**src/rtl/y2rgb_pkg.sv**
```systemverilog
// ----------------------------------------------------------------------------
// y2rgb_pkg
// Types, register indexes and BT.601 conversion helpers shared by the
// YUYV to RGB downscaler.
// ----------------------------------------------------------------------------
package y2rgb_pkg;

    // Configuration port
    localparam int CFG_W     = 12;
    localparam int CFG_IDX_W = 3;

    localparam logic [CFG_IDX_W-1:0] REG_SRC_WIDTH  = 3'd0;
    localparam logic [CFG_IDX_W-1:0] REG_SRC_HEIGHT = 3'd1;
    localparam logic [CFG_IDX_W-1:0] REG_DST_WIDTH  = 3'd2;
    localparam logic [CFG_IDX_W-1:0] REG_DST_HEIGHT = 3'd3;
    localparam logic [CFG_IDX_W-1:0] REG_COLOR_MODE = 3'd4;

    // Register reset values
    localparam int SRC_WIDTH_RST  = 640;
    localparam int SRC_HEIGHT_RST = 480;
    localparam int DST_WIDTH_RST  = 640;
    localparam int DST_HEIGHT_RST = 480;

    // Output coordinate widths
    localparam int COL_OUT_W = 11;
    localparam int ROW_OUT_W = 11;

    // BT.601 coefficients, 8 fractional bits
    localparam logic signed [17:0] COEF_RV = 18'sd359;
    localparam logic signed [17:0] COEF_GU = 18'sd88;
    localparam logic signed [17:0] COEF_GV = 18'sd183;
    localparam logic signed [17:0] COEF_BU = 18'sd454;
    localparam logic signed [8:0]  CHROMA_OFS = 9'sd128;
    localparam logic signed [10:0] CHAN_MAX   = 11'sd255;

    typedef struct packed {
        logic [7:0] blue;
        logic [7:0] green;
        logic [7:0] red;
    } rgb_t;

    // One output pixel request
    typedef struct packed {
        rgb_t                 color;
        logic [COL_OUT_W-1:0] col;
        logic [ROW_OUT_W-1:0] row;
        logic                 last_item;
        logic                 last_frame;
    } pix_t;

    function automatic logic [7:0] clamp_u8(input logic signed [10:0] x);
        logic [7:0] res;
        if (x < 11'sd0)
            res = 8'd0;
        else if (x > CHAN_MAX)
            res = 8'd255;
        else
            res = x[7:0];
        return res;
    endfunction

    // YUV to RGB for one pixel; gray mode copies luma to all channels
    function automatic rgb_t yuv_to_rgb(input logic [7:0] y, input logic [7:0] u,
                                        input logic [7:0] v, input logic color);
        logic signed [8:0]  uo;
        logic signed [8:0]  vo;
        logic signed [17:0] ue;
        logic signed [17:0] ve;
        logic signed [17:0] pr;
        logic signed [17:0] pg;
        logic signed [17:0] pb;
        logic signed [10:0] sy;
        logic signed [10:0] sr;
        logic signed [10:0] sg;
        logic signed [10:0] sb;
        rgb_t               res;
        uo = $signed({1'b0, u}) - CHROMA_OFS;
        vo = $signed({1'b0, v}) - CHROMA_OFS;
        ue = 18'(uo);
        ve = 18'(vo);
        pr = COEF_RV * ve;
        pg = COEF_GU * ue + COEF_GV * ve;
        pb = COEF_BU * ue;
        sy = $signed({3'b000, y});
        sr = 11'(pr >>> 8);
        sg = 11'(pg >>> 8);
        sb = 11'(pb >>> 8);
        if (color)
        begin
            res.red   = clamp_u8(sy + sr);
            res.green = clamp_u8(sy - sg);
            res.blue  = clamp_u8(sy + sb);
        end
        else
        begin
            res.red   = y;
            res.green = y;
            res.blue  = y;
        end
        return res;
    endfunction

endpackage

```
**src/rtl/yuyv_to_rgb_downscaler.sv**
```systemverilog
// ----------------------------------------------------------------------------
// yuyv_to_rgb_downscaler
// Nearest-neighbor downscaler for a YUYV raster stream with BT.601 RGB output.
//
//   channel   handshake             payload
//   in        in_valid / in_stall   luma_even, chroma_u, luma_odd, chroma_v
//   out       out_valid / out_stall blue, green, red, dest_column, dest_row,
//                                   last_of_item, last_of_frame
//   cfg       cfg_valid / cfg_ready cfg_index, cfg_data (always ready)
//
// One YUYV word is taken per cycle when it yields at most one pixel and the
// output is not stalled; a word that keeps both pixels holds off the next word
// until its second pixel moves into the single output register. The pixels of
// a word pass through the pair stage, then the output register, even pixel first.
// Reset selects 640x480 to 640x480 in color; any register write restarts the
// frame. A stalled output still lets one word's pixels wait in the pair
// stage, after which in_stall rises.
// ----------------------------------------------------------------------------
module yuyv_to_rgb_downscaler
    import y2rgb_pkg::*;
#(
    parameter int MAX_WIDTH  = 2048,
    parameter int MAX_HEIGHT = 2048
)
(
    input  logic                 clk,
    input  logic                 rst_n,
    // input words
    input  logic                 in_valid,
    output logic                 in_stall,
    input  logic [7:0]           luma_even,
    input  logic [7:0]           chroma_u,
    input  logic [7:0]           luma_odd,
    input  logic [7:0]           chroma_v,
    // output pixels
    output logic                 out_valid,
    input  logic                 out_stall,
    output logic [7:0]           blue,
    output logic [7:0]           green,
    output logic [7:0]           red,
    output logic [COL_OUT_W-1:0] dest_column,
    output logic [ROW_OUT_W-1:0] dest_row,
    output logic                 last_of_item,
    output logic                 last_of_frame,
    // configuration writes
    input  logic                 cfg_valid,
    output logic                 cfg_ready,
    input  logic [CFG_IDX_W-1:0] cfg_index,
    input  logic [CFG_W-1:0]     cfg_data
);

    localparam int SW_W = $clog2(MAX_WIDTH + 1);
    localparam int SH_W = $clog2(MAX_HEIGHT + 1);
    localparam int SC_W = $clog2(MAX_WIDTH + 2);
    localparam int SR_W = $clog2(MAX_HEIGHT + 1);
    localparam int CA_W = $clog2(MAX_WIDTH * (MAX_WIDTH + 1) + 1);
    localparam int RA_W = $clog2(MAX_HEIGHT * (MAX_HEIGHT + 1) + 1);

    // effective sizes after reset (destination equals source)
    localparam int RST_SW = (SRC_WIDTH_RST > MAX_WIDTH) ? MAX_WIDTH : SRC_WIDTH_RST;
    localparam int RST_SH = (SRC_HEIGHT_RST > MAX_HEIGHT) ? MAX_HEIGHT : SRC_HEIGHT_RST;
    localparam int RST_DW = (DST_WIDTH_RST > RST_SW) ? RST_SW : DST_WIDTH_RST;
    localparam int RST_DH = (DST_HEIGHT_RST > RST_SH) ? RST_SH : DST_HEIGHT_RST;

    // saturate source size to 1..MAX
    function automatic logic [SW_W-1:0] eff_w(input logic [CFG_W-1:0] v);
        logic [SW_W-1:0] res;
        if (v == '0)
            res = SW_W'(1);
        else if (32'(v) > MAX_WIDTH)
            res = SW_W'(MAX_WIDTH);
        else
            res = SW_W'(v);
        return res;
    endfunction

    function automatic logic [SH_W-1:0] eff_h(input logic [CFG_W-1:0] v);
        logic [SH_W-1:0] res;
        if (v == '0)
            res = SH_W'(1);
        else if (32'(v) > MAX_HEIGHT)
            res = SH_W'(MAX_HEIGHT);
        else
            res = SH_W'(v);
        return res;
    endfunction

    // saturate destination size to source size
    function automatic logic [SW_W-1:0] clip_w(input logic [CFG_W-1:0] d,
                                               input logic [SW_W-1:0] s);
        logic [SW_W-1:0] res;
        if (32'(d) > 32'(s))
            res = s;
        else
            res = SW_W'(d);
        return res;
    endfunction

    function automatic logic [SH_W-1:0] clip_h(input logic [CFG_W-1:0] d,
                                               input logic [SH_W-1:0] s);
        logic [SH_W-1:0] res;
        if (32'(d) > 32'(s))
            res = s;
        else
            res = SH_W'(d);
        return res;
    endfunction

    // configuration registers
    logic [CFG_W-1:0] src_w_reg, src_w_next;
    logic [CFG_W-1:0] src_h_reg, src_h_next;
    logic [CFG_W-1:0] dst_w_reg, dst_w_next;
    logic [CFG_W-1:0] dst_h_reg, dst_h_next;
    logic             color_reg, color_next;
    logic             cfg_hit;

    // position state
    logic [SC_W-1:0] scol_reg;
    logic [SR_W-1:0] srow_reg;
    logic [CA_W-1:0] cacc_reg;
    logic [CA_W-1:0] cbnd_reg;
    logic [RA_W-1:0] racc_reg;
    logic [RA_W-1:0] rbnd_reg;
    logic [SW_W-1:0] ocol_reg;
    logic [SH_W-1:0] orow_reg;

    // pair stage and output register
    pix_t       pair_reg [2];
    logic [1:0] pair_vld_reg;
    pix_t       out_reg;
    logic       out_vld_reg;

    logic [SW_W-1:0] sw, dw, sw_n, dw_n;
    logic [SH_W-1:0] sh, dh, sh_n, dh_n;

    logic            accept;
    logic            row_kept;
    logic            keep0, keep1;
    logic            odd_in;
    logic            row_end, frame_end;
    logic [CA_W-1:0] cacc1, cacc2, cbnd1, cbnd2;
    logic [SW_W-1:0] ocol1, ocol2;
    logic [SC_W:0]   scol2;
    logic [SR_W-1:0] srow1;
    logic [ROW_OUT_W-1:0] dest_row_val;
    logic            last_row;
    pix_t            res0, res1;

    logic            out_free;
    logic            move;
    logic [1:0]      pair_left;
    pix_t            pick;

    assign cfg_ready = 1'b1;

    // register write decode
    always_comb
    begin
        src_w_next = src_w_reg;
        src_h_next = src_h_reg;
        dst_w_next = dst_w_reg;
        dst_h_next = dst_h_reg;
        color_next = color_reg;
        cfg_hit    = 1'b0;
        if (cfg_valid)
        begin
            case (cfg_index)
                REG_SRC_WIDTH:
                begin
                    src_w_next = cfg_data;
                    cfg_hit    = 1'b1;
                end
                REG_SRC_HEIGHT:
                begin
                    src_h_next = cfg_data;
                    cfg_hit    = 1'b1;
                end
                REG_DST_WIDTH:
                begin
                    dst_w_next = cfg_data;
                    cfg_hit    = 1'b1;
                end
                REG_DST_HEIGHT:
                begin
                    dst_h_next = cfg_data;
                    cfg_hit    = 1'b1;
                end
                REG_COLOR_MODE:
                begin
                    color_next = cfg_data[0];
                    cfg_hit    = 1'b1;
                end
                default:
                begin
                    cfg_hit = 1'b0;
                end
            endcase
        end
    end

    // effective sizes, current and after a write
    assign sw   = eff_w(src_w_reg);
    assign sh   = eff_h(src_h_reg);
    assign dw   = clip_w(dst_w_reg, sw);
    assign dh   = clip_h(dst_h_reg, sh);
    assign sw_n = eff_w(src_w_next);
    assign sh_n = eff_h(src_h_next);
    assign dw_n = clip_w(dst_w_next, sw_n);
    assign dh_n = clip_h(dst_h_next, sh_n);

    // output handoff from the pair stage
    assign out_free = !out_vld_reg || !out_stall;
    assign move     = out_free && (pair_vld_reg != 2'b00);
    assign pick     = pair_vld_reg[0] ? pair_reg[0] : pair_reg[1];

    always_comb
    begin
        if (move)
            pair_left = pair_vld_reg[0] ? {pair_vld_reg[1], 1'b0} : 2'b00;
        else
            pair_left = pair_vld_reg;
    end

    assign in_stall = (pair_left != 2'b00);
    assign accept   = in_valid && !in_stall;

    // pixel picks for the even and odd pixel
    assign row_kept = (orow_reg < dh) && (racc_reg < rbnd_reg);
    assign keep0    = row_kept && (ocol_reg < dw) && (cacc_reg < cbnd_reg);
    assign cacc1    = cacc_reg + (keep0 ? CA_W'(sw) : CA_W'(0));
    assign ocol1    = ocol_reg + SW_W'(keep0);
    assign cbnd1    = cbnd_reg + CA_W'(dw);
    assign odd_in   = ({1'b0, scol_reg} + (SC_W+1)'(1)) < (SC_W+1)'(sw);
    assign keep1    = odd_in && row_kept && (ocol1 < dw) && (cacc1 < cbnd1);
    assign cacc2    = cacc1 + (keep1 ? CA_W'(sw) : CA_W'(0));
    assign ocol2    = ocol1 + SW_W'(keep1);
    assign cbnd2    = cbnd1 + CA_W'(dw);

    assign scol2     = {1'b0, scol_reg} + (SC_W+1)'(2);
    assign row_end   = scol2 >= (SC_W+1)'(sw);
    assign srow1     = srow_reg + SR_W'(1);
    assign frame_end = 32'(srow1) >= 32'(sh);

    // result fields
    assign dest_row_val = ROW_OUT_W'(dh - SH_W'(1) - orow_reg);
    assign last_row     = (orow_reg == dh - SH_W'(1));

    always_comb
    begin
        res0.color      = yuv_to_rgb(luma_even, chroma_u, chroma_v, color_reg);
        res0.col        = COL_OUT_W'(ocol_reg);
        res0.row        = dest_row_val;
        res0.last_item  = !keep1;
        res0.last_frame = last_row && (ocol_reg == dw - SW_W'(1));
        res1.color      = yuv_to_rgb(luma_odd, chroma_u, chroma_v, color_reg);
        res1.col        = COL_OUT_W'(ocol1);
        res1.row        = dest_row_val;
        res1.last_item  = 1'b1;
        res1.last_frame = last_row && (ocol1 == dw - SW_W'(1));
    end

    // configuration and position state
    always_ff @(posedge clk or negedge rst_n)
    begin
        if (!rst_n)
        begin
            src_w_reg <= CFG_W'(SRC_WIDTH_RST);
            src_h_reg <= CFG_W'(SRC_HEIGHT_RST);
            dst_w_reg <= CFG_W'(DST_WIDTH_RST);
            dst_h_reg <= CFG_W'(DST_HEIGHT_RST);
            color_reg <= 1'b1;
            scol_reg  <= '0;
            srow_reg  <= '0;
            cacc_reg  <= '0;
            cbnd_reg  <= CA_W'(RST_DW);
            racc_reg  <= '0;
            rbnd_reg  <= RA_W'(RST_DH);
            ocol_reg  <= '0;
            orow_reg  <= '0;
        end
        else
        begin
            src_w_reg <= src_w_next;
            src_h_reg <= src_h_next;
            dst_w_reg <= dst_w_next;
            dst_h_reg <= dst_h_next;
            color_reg <= color_next;
            if (cfg_hit)
            begin
                // every write restarts the frame under the new sizes
                scol_reg <= '0;
                srow_reg <= '0;
                cacc_reg <= '0;
                cbnd_reg <= CA_W'(dw_n);
                racc_reg <= '0;
                rbnd_reg <= RA_W'(dh_n);
                ocol_reg <= '0;
                orow_reg <= '0;
            end
            else if (accept)
            begin
                if (!row_end)
                begin
                    scol_reg <= SC_W'(scol2);
                    cacc_reg <= cacc2;
                    cbnd_reg <= cbnd2;
                    ocol_reg <= ocol2;
                end
                else
                begin
                    // restart the row
                    scol_reg <= '0;
                    cacc_reg <= '0;
                    cbnd_reg <= CA_W'(dw);
                    ocol_reg <= '0;
                    if (frame_end)
                    begin
                        srow_reg <= '0;
                        racc_reg <= '0;
                        rbnd_reg <= RA_W'(dh);
                        orow_reg <= '0;
                    end
                    else
                    begin
                        srow_reg <= srow1;
                        rbnd_reg <= rbnd_reg + RA_W'(dh);
                        if (row_kept)
                        begin
                            orow_reg <= orow_reg + SH_W'(1);
                            racc_reg <= racc_reg + RA_W'(sh);
                        end
                    end
                end
            end
        end
    end

    // valid flags of the pair stage and output register
    always_ff @(posedge clk or negedge rst_n)
    begin
        if (!rst_n)
        begin
            pair_vld_reg <= 2'b00;
            out_vld_reg  <= 1'b0;
        end
        else
        begin
            pair_vld_reg <= accept ? {keep1, keep0} : pair_left;
            if (move)
                out_vld_reg <= 1'b1;
            else if (!out_stall)
                out_vld_reg <= 1'b0;
        end
    end

    // payload registers
    always_ff @(posedge clk)
    begin
        if (accept)
        begin
            pair_reg[0] <= res0;
            pair_reg[1] <= res1;
        end
        if (move)
            out_reg <= pick;
    end

    assign out_valid     = out_vld_reg;
    assign blue          = out_reg.color.blue;
    assign green         = out_reg.color.green;
    assign red           = out_reg.color.red;
    assign dest_column   = out_reg.col;
    assign dest_row      = out_reg.row;
    assign last_of_item  = out_reg.last_item;
    assign last_of_frame = out_reg.last_frame;

endmodule
```
**config.mk**
```make
export PLATFORM = sky130hd
export DESIGN_NAME = yuyv_to_rgb_downscaler
export DESIGN_NICKNAME = d
export VERILOG_FILES = /design/src/rtl/y2rgb_pkg.sv /design/src/rtl/yuyv_to_rgb_downscaler.sv
export SDC_FILE = /design/constraint.sdc
export NUM_CORES = 1
export LEC_CHECK = 0
export ABC_AREA = 1
export BUFFER_PORTS_ARGS = -buffer_cell sky130_fd_sc_hd__buf_2
export CAP_MARGIN = 40
export CELL_PAD_IN_SITES_DETAIL_PLACEMENT = 0
export CELL_PAD_IN_SITES_GLOBAL_PLACEMENT = 1
export CORE_ASPECT_RATIO = 2
export CORE_MARGIN = 3
export CORE_UTILIZATION = 40
export CTS_CLUSTER_DIAMETER = 120
export DETAILED_ROUTE_END_ITERATION = 12
export PLACE_DENSITY = 0.67
export SYNTH_ARGS = -nofsm -noshare
export SYNTH_HDL_FRONTEND = slang
export SYNTH_SLANG_ARGS = --single-unit
export TNS_END_PERCENT = 1
```
**constraint.sdc**
```tcl
create_clock -name clk -period 11.8 [get_ports clk]
set_input_delay 1.77 -clock clk [delete_from_list [all_inputs] [get_ports clk]]
set_output_delay 1.77 -clock clk [all_outputs]
set_load 0.05 [all_outputs]
```
Yosys cells after proc, flatten, opt, wreduce, memory -nomap -nowiden
Memories as Yosys holds them, arrays and structs flattened.
Cells that the tools add are included.
- word-level logic and storage cells: 193
- memories: 1
- bits of input ports: 52
- register bits: 240
- memory bits (writable): 96
- output and inout port bits: 51
- memory list (name ; depth ; bits a word ; rd ports ; clocked after memory_dff ; write ports ; RTL line ; RTL):
    pair_reg ; 2 ; 48 ; 2 ; 0 ; 2 ; yuyv_to_rgb_downscaler.sv:128 ; pix_t pair_reg [2];
- muxes and demuxes: 76
- reductions and logical operators: 29
- add/sub/neg operators: 24
- equal/unequal tests: 8
- multipliers: 4
- $lt $le $gt $ge: 29
- operators by type and width (operator ; number):
    $mux 12 ; 37
    $mux 23 ; 15
    $add 23x12->23 ; 6
    $mux 8 ; 12
    $lt 23x23->1 ; 3
    $gt 11x9->1 const B ; 6
    $lt 11x1->1 const B ; 6
    $gt 12x12->1 ; 4
    $gt 12x12->1 const B ; 4
    $logic_not 12->1 ; 4
    $mux 24 ; 2
    $mux 48 ; 1
    $add 9x10->11 ; 4
    $eq 12x12->1 ; 3
    $lt 12x12->1 ; 3
    $add 12x1->12 ; 2
    $add 12x1->12 const B ; 2
    $sub 12x1->12 const B ; 2
    $sub 9x10->11 ; 2
    $add 17x18->18 ; 1
    $mul 10x9->18 const A ; 1
    $mul 9x9->18 const A ; 1
    $sub 8x8->9 const B ; 2
    $mul 9x9->17 const A ; 1
    other kinds (22) ; 46

Logic depth before layout (Yosys ltp)
- word-level depth: 18
- depth in mapped cells: 75
- mapped depth without buffers: 72

Worst setup path before layout
OpenSTA, ideal clock, no wires.
- path kind: flip-flop to flip-flop
- start: register src_h_reg[3]
- end: register cacc_reg[19]
- arrival time: 8704 ps
- buffers on the path: 2
- setup slack: 2970 ps
- clock period less this slack: 8830 ps
- library setup time: 126 ps
- stages on the path, launching flop included: 70
- data required time: 11674 ps
- cell sequence: dfrtp_1 > nor2_1 > nand3_1 > nand3b_1 > nand2_2 > inv_1 > nor2_1 > inv_1 > ha_1 > inv_1 > nor2_1 > o21bai_1 > nand2_1 > nand2_1 > nand3_2 > nand2_2 > inv_2 > o21ai_0 > (+34 left out) > nand2_1 > nand3_2 > buf_2 > nor2_1 > ha_1 > nand3_1 > nand2_1 > a21oi_1 > o21ai_0 > a21boi_0 > o21ai_0 > nand3_1 > nand2_1 > nand3_1 > nor2_1 > nand2_1 > nand2_1 > o21ai_0
- word-level cells in the longest chain between the ends: 18
- elaborated cells on any way between the ends: 23
- those cells by class: 3 x add/sub; 5 x order compare; 8 x mux; 7 x reduce/logical
- ends and longest elaborated chain (item ; RTL line ; RTL):
    start, declared ; yuyv_to_rgb_downscaler.sv:111 ; logic [CFG_W-1:0] src_h_reg, src_h_next;
    start signal, assigned ; yuyv_to_rgb_downscaler.sv:268 ; src_h_reg <= CFG_W'(SRC_HEIGHT_RST);
    start signal, assigned ; yuyv_to_rgb_downscaler.sv:284 ; src_h_reg <= src_h_next;
    $gt 12x12->1 ; yuyv_to_rgb_downscaler.sv:81 ; else if (32'(v) > MAX_HEIGHT)
    $mux 12 ; yuyv_to_rgb_downscaler.sv:81 ;
    $mux 12 * ; yuyv_to_rgb_downscaler.sv:79 ; if (v == '0)
    $gt 12x12->1 ; yuyv_to_rgb_downscaler.sv:102 ; if (32'(d) > 32'(s))
    $mux 12 * ; yuyv_to_rgb_downscaler.sv:102 ;
    $lt 12x12->1 * ; yuyv_to_rgb_downscaler.sv:228 ; assign row_kept = (orow_reg < dh) && (racc_reg < rbnd_reg);
    $logic_and 1x1->1 * ; yuyv_to_rgb_downscaler.sv:228 ;
    $logic_and 1x1->1 (2 in a row) ; yuyv_to_rgb_downscaler.sv:229 ; assign keep0 = row_kept && (ocol_reg < dw) && (cacc_reg < cbnd_reg);
    $mux 12 or $add 12x1->12 (tied branches) ; yuyv_to_rgb_downscaler.sv:230, yuyv_to_rgb_downscaler.sv:231 ;
    $add 23x12->23 or $lt 12x12->1 (tied branches) ; yuyv_to_rgb_downscaler.sv:230, yuyv_to_rgb_downscaler.sv:234 ;
    $lt 23x23->1 or $logic_and 1x1->1 (tied branches) ; yuyv_to_rgb_downscaler.sv:234 ; assign keep1 = odd_in && row_kept && (ocol1 < dw) && (cacc1 < cbnd1);
    $logic_and 1x1->1 ; yuyv_to_rgb_downscaler.sv:234 ;
    $mux 12 ; yuyv_to_rgb_downscaler.sv:235 ; assign cacc2 = cacc1 + (keep1 ? CA_W'(sw) : CA_W'(0));
    $add 23x12->23 * ; yuyv_to_rgb_downscaler.sv:235 ;
    $mux 23 * ; yuyv_to_rgb_downscaler.sv:302 ; if (!row_end)
    $mux 23 * ; yuyv_to_rgb_downscaler.sv:300 ; else if (accept)
    $mux 23 * ; yuyv_to_rgb_downscaler.sv:288 ; if (cfg_hit)
    end signal, assigned ; yuyv_to_rgb_downscaler.sv:293 ; cacc_reg <= '0;
    end signal, assigned ; yuyv_to_rgb_downscaler.sv:305 ; cacc_reg <= cacc2;
    end signal, assigned ; yuyv_to_rgb_downscaler.sv:313 ; cacc_reg <= '0;
    end, declared ; yuyv_to_rgb_downscaler.sv:120 ; logic [CA_W-1:0] cacc_reg;
Mark *: on every way between the ends. The rest lies on a longest branch, timed or not. The select of a mux whose other input is x is not followed.
A chain may end at the register's enable or synchronous reset.

Worst setup path in the final report
- start: register src_w_reg[6]
- end: register cacc_reg[21]
- word-level cells in the longest chain between the ends: 17
- elaborated cells on any way between the ends: 25
- those cells by class: 4 x add/sub; 7 x order compare; 8 x mux; 6 x reduce/logical
- ends and longest elaborated chain (item ; RTL line ; RTL):
    start, declared ; yuyv_to_rgb_downscaler.sv:110 ; logic [CFG_W-1:0] src_w_reg, src_w_next;
    start signal, assigned ; yuyv_to_rgb_downscaler.sv:267 ; src_w_reg <= CFG_W'(SRC_WIDTH_RST);
    start signal, assigned ; yuyv_to_rgb_downscaler.sv:283 ; src_w_reg <= src_w_next;
    $gt 12x12->1 ; yuyv_to_rgb_downscaler.sv:70 ; else if (32'(v) > MAX_WIDTH)
    $mux 12 ; yuyv_to_rgb_downscaler.sv:70 ;
    $mux 12 * ; yuyv_to_rgb_downscaler.sv:68 ; if (v == '0)
    $gt 12x12->1 ; yuyv_to_rgb_downscaler.sv:92 ; if (32'(d) > 32'(s))
    $mux 12 ; yuyv_to_rgb_downscaler.sv:92 ;
    $lt 12x12->1 ; yuyv_to_rgb_downscaler.sv:229 ;
    $logic_and 1x1->1 (2 in a row) ; yuyv_to_rgb_downscaler.sv:229 ;
    $mux 12 or $add 12x1->12 (tied branches) ; yuyv_to_rgb_downscaler.sv:230, yuyv_to_rgb_downscaler.sv:231 ;
    $add 23x12->23 or $lt 12x12->1 (tied branches) ; yuyv_to_rgb_downscaler.sv:230, yuyv_to_rgb_downscaler.sv:234 ;
    $lt 23x23->1 or $logic_and 1x1->1 (tied branches) ; yuyv_to_rgb_downscaler.sv:234 ;
    $logic_and 1x1->1 ; yuyv_to_rgb_downscaler.sv:234 ;
    $mux 12 ; yuyv_to_rgb_downscaler.sv:235 ;
    $add 23x12->23 ; yuyv_to_rgb_downscaler.sv:235 ;
    $mux 23 * ; yuyv_to_rgb_downscaler.sv:302 ;
    $mux 23 * ; yuyv_to_rgb_downscaler.sv:300 ;
    $mux 23 * ; yuyv_to_rgb_downscaler.sv:288 ;
Marked as above.

==> results.sh <==
export IMPL_coreArea_mm2=0.0786
export IMPL_cts_hold_buf=0
export IMPL_fin_worst_skew_ns=0.0387
export IMPL_max_cap_violations=0
export IMPL_drive_above_1_share_pct=7.55
export IMPL_drt_pass1_iter_count=7
export IMPL_status="finished clean"
export IMPL_ys_ff_latch=323
export IMPL_arrival_ns=11.24
export IMPL_crit_start="src_w_reg[6]"
export IMPL_max_freq_mhz=92.8
export IMPL_drv_slew=0
export IMPL_synth_top_family_by_area="adder cells"
export IMPL_synth_async_reset_ratio_pct=59.1
export IMPL_die_w_um=205
export IMPL_slew_headroom_pct=44.4
export IMPL_setup_ws_ns=1.02
export IMPL_startpoint_type="flop"
export IMPL_antenna_found_initial=3
export IMPL_synth_mux_area_share_pct=0.0354
export IMPL_routed_via_density=5.27
export IMPL_hp_start="pair_reg[0][57]"
export IMPL_critPathKind="reg2reg"
export IMPL_busiest_layer="met2"
export IMPL_dp_hpwl_um=95700
export IMPL_ios=103
export IMPL_die_area_mm2=0.0832
export IMPL_grtUsageTotal_pct=28.0
export IMPL_crit_path_end_kind="flop"
export IMPL_avgSynthCellArea_um2=7.69
export IMPL_clkTransAtPathRegs_ns=0.07
export IMPL_hold_path_class="reg2reg"
export IMPL_yosysTopAreaCell="ha_1"
export IMPL_max_stage_delay_ns=0.44
export IMPL_finish_utilization_pct=44.4
export IMPL_setup_viol=0
export IMPL_netlist_area_mm2=0.0318
export IMPL_start_util_pct=40.5
export IMPL_rsz0062_at_grt="false"
export IMPL_num_antenna_cells=0
export IMPL_die_h_um=405
export IMPL_clock_sinks=323
export IMPL_cts_made_buffers=36
export IMPL_clock_latency_ns=0.58
export IMPL_cp_max_fo=17
export IMPL_yosys_area_top_type_share_pct=18.4
export IMPL_cp_common_cell="nand2_1"
export IMPL_worstMarginPinSlew_ns=0.834
export IMPL_cts_setup_buffers=0
export IMPL_min_period_ns=10.78
export IMPL_r2r_slack_ns=1.02
export IMPL_ys_top_cells_by_area="ha_1 (18%), dfrtp_1 (14%), edfxtp_1 (12%)"
export IMPL_htree_levels=2
export IMPL_rows=145
export IMPL_areaGrowthSynthToFinish_pct=9.61
export IMPL_port_buffers=101
export IMPL_grt_ovfl_total=0
export IMPL_ys_flop_type="dfrtp_1"
export IMPL_drc_errors=0
export IMPL_crit_slowest_cell="dfrtp_1"
export IMPL_dr_first_iter_drc_count=1263
export IMPL_synth_compound_area_share_pct=11.9
export IMPL_r2r_start="src_w_reg[6]"
export IMPL_synthesis_nets=4738
export IMPL_fin_tns_setup_ns=0
export IMPL_drt_total_wl_um=116000
export IMPL_synthSimpleGateAreaFrac_pct=22.3
export IMPL_gp_congestion=0.938
export IMPL_wire_per_inst_um=21.8
export IMPL_synth_adder_area_share_pct=23.4
export IMPL_final_nets=4836
export IMPL_synth_warnings=0
export IMPL_synth_xor_area_share_pct=6.08
export IMPL_cts_buffer_depth=3
export IMPL_synth_cell_type_count=60
export IMPL_routed_via_count=27900
export IMPL_finalHoldViolations=0
export IMPL_synth_edf_count=132
export IMPL_synth_seq_area_share_pct=27.6
export IMPL_cp_required_ns=12.26
export IMPL_largest_reg_flops=84
export IMPL_fin_crit_sh_pct=91.3
export IMPL_grt_util_met2_pct=56.6
export IMPL_grt_pass1_wl_um=174000
export IMPL_cts_root_buf="clkbuf_16"
export IMPL_drtAntennaViolNets=0
export IMPL_use_met1_pct=25.2
export IMPL_grt_pass1_vias=29200
export IMPL_use_met3_pct=2.77
export IMPL_dp_slack_ns=0.712
export IMPL_ctsResizeCount=0
export IMPL_tritoncts="done"
export IMPL_grt_max_degree=93
export IMPL_synth_cells=4138
[area by class of cell]
type / instances / area [um2]
Clock buffer: 43 / 970
Clock inverter: 23 / 229
Fill cell: 8214 / 43700
Inverter: 631 / 2370
Multi-Input combinational cell: 3097 / 20300
Sequential cell: 323 / 8770
Tap cell: 1029 / 1290
Timing Repair Buffer: 147 / 947
[path summary, 6_finish.rpt]
| kind | end | cells after the start |
|---|---|---|
| worst min register to register | dest_row[7] | 0 |
| min in group asynchronous | srow_reg[1] | 1 |
| worst min-delay path | dest_row[7] | 0 |
| worst max-delay path | cacc_reg[21] | 53 |
| worst max register to register | cacc_reg[21] | 53 |
| max in group asynchronous | ocol_reg[2] | 4 |
[critical path, delay by kind of cell (launching register included)]
family | cells | cell delay [ns]
adders and majority gates | 6 | 1.65
and+or+nand+nor | 32 | 5.52
DFF | 1 | 0.44
xor gates and xnor gates | 1 | 0.27
buffers and inverters | 3 | 0.23
AOI/OAI and AO/OA | 11 | 2.54
[placed cells by master, fill, tap and decap left out, types with 11 or more instances in the layout]
cell type	netlist	final
clkbuf_16	0	38
nor3_1	32	32
o21ai_0	204	204
o22ai_1	24	24
dfstp_2	19	19
nand4_1	51	51
xor2_1	146	146
inv_2	11	11
fa_1	79	79
o21bai_1	18	18
ha_1	469	469
edfxtp_1	132	132
inv_1	618	617
a21oi_1	280	279
a31oi_1	20	20
a21o_1	17	17
dfrtp_1	172	172
o21ai_1	44	43
buf_4	8	37
nand2_1	951	949
nor2_1	252	252
xnor2_1	66	66
nor4_1	11	11
o211ai_1	21	21
buf_2	14	103
nand3b_1	26	26
nand2_2	21	23
nand3_1	250	250
or2_2	16	16
[cells in the mapped netlist, types with 66 or more instances]
library cell    n
nor2_1        252
inv_1         618
dfrtp_1       172
a21oi_1       280
edfxtp_1      132
o21ai_0       204
xor2_1        146
fa_1           79
nand3_1       250
ha_1          469
xnor2_1        66
nand2_1       951
[logic make-up after synthesis]
| kind of cell | Yosys count |
|---|---|
| xor+xnor | 216 |
| simple gates | 1649 |
| flops | 323 |
| fa+ha+maj | 548 |
| compound gates | 682 |
| buf+inv | 718 |
| other cells | 1 |
| mux | 1 |
[metal layers]
| metal | vias to the layer above | wire length, um | share of wire (%) |
|---|---|---|---|
| met3 | 309 | 3230 | 2.8 |
| met5 | - | 24 | 0.021 |
| li1 | 13900 | - | - |
| met2 | 530 | 65200 | 56 |
| met4 | 6 | 9980 | 8.6 |
| met1 | 13200 | 37200 | 32 |
[per-stage QoR]
stage / cells / instance area [um2] / hold slack [ns]
after floorplan: 4138 / 31800 / 0.449
after global placement: 5218 / 33500 / 0.408
after detailed placement: 5227 / 33700 / 0.405
after CTS: 5293 / 34900 / 0.422
after global routing: 5293 / 34900 / 0.436
final: 5293 / 34900 / 0.422
Power is left out: the tool's default activity adds up to more than one toggle a clock period on the data nets, which glitch-free logic cannot reach.
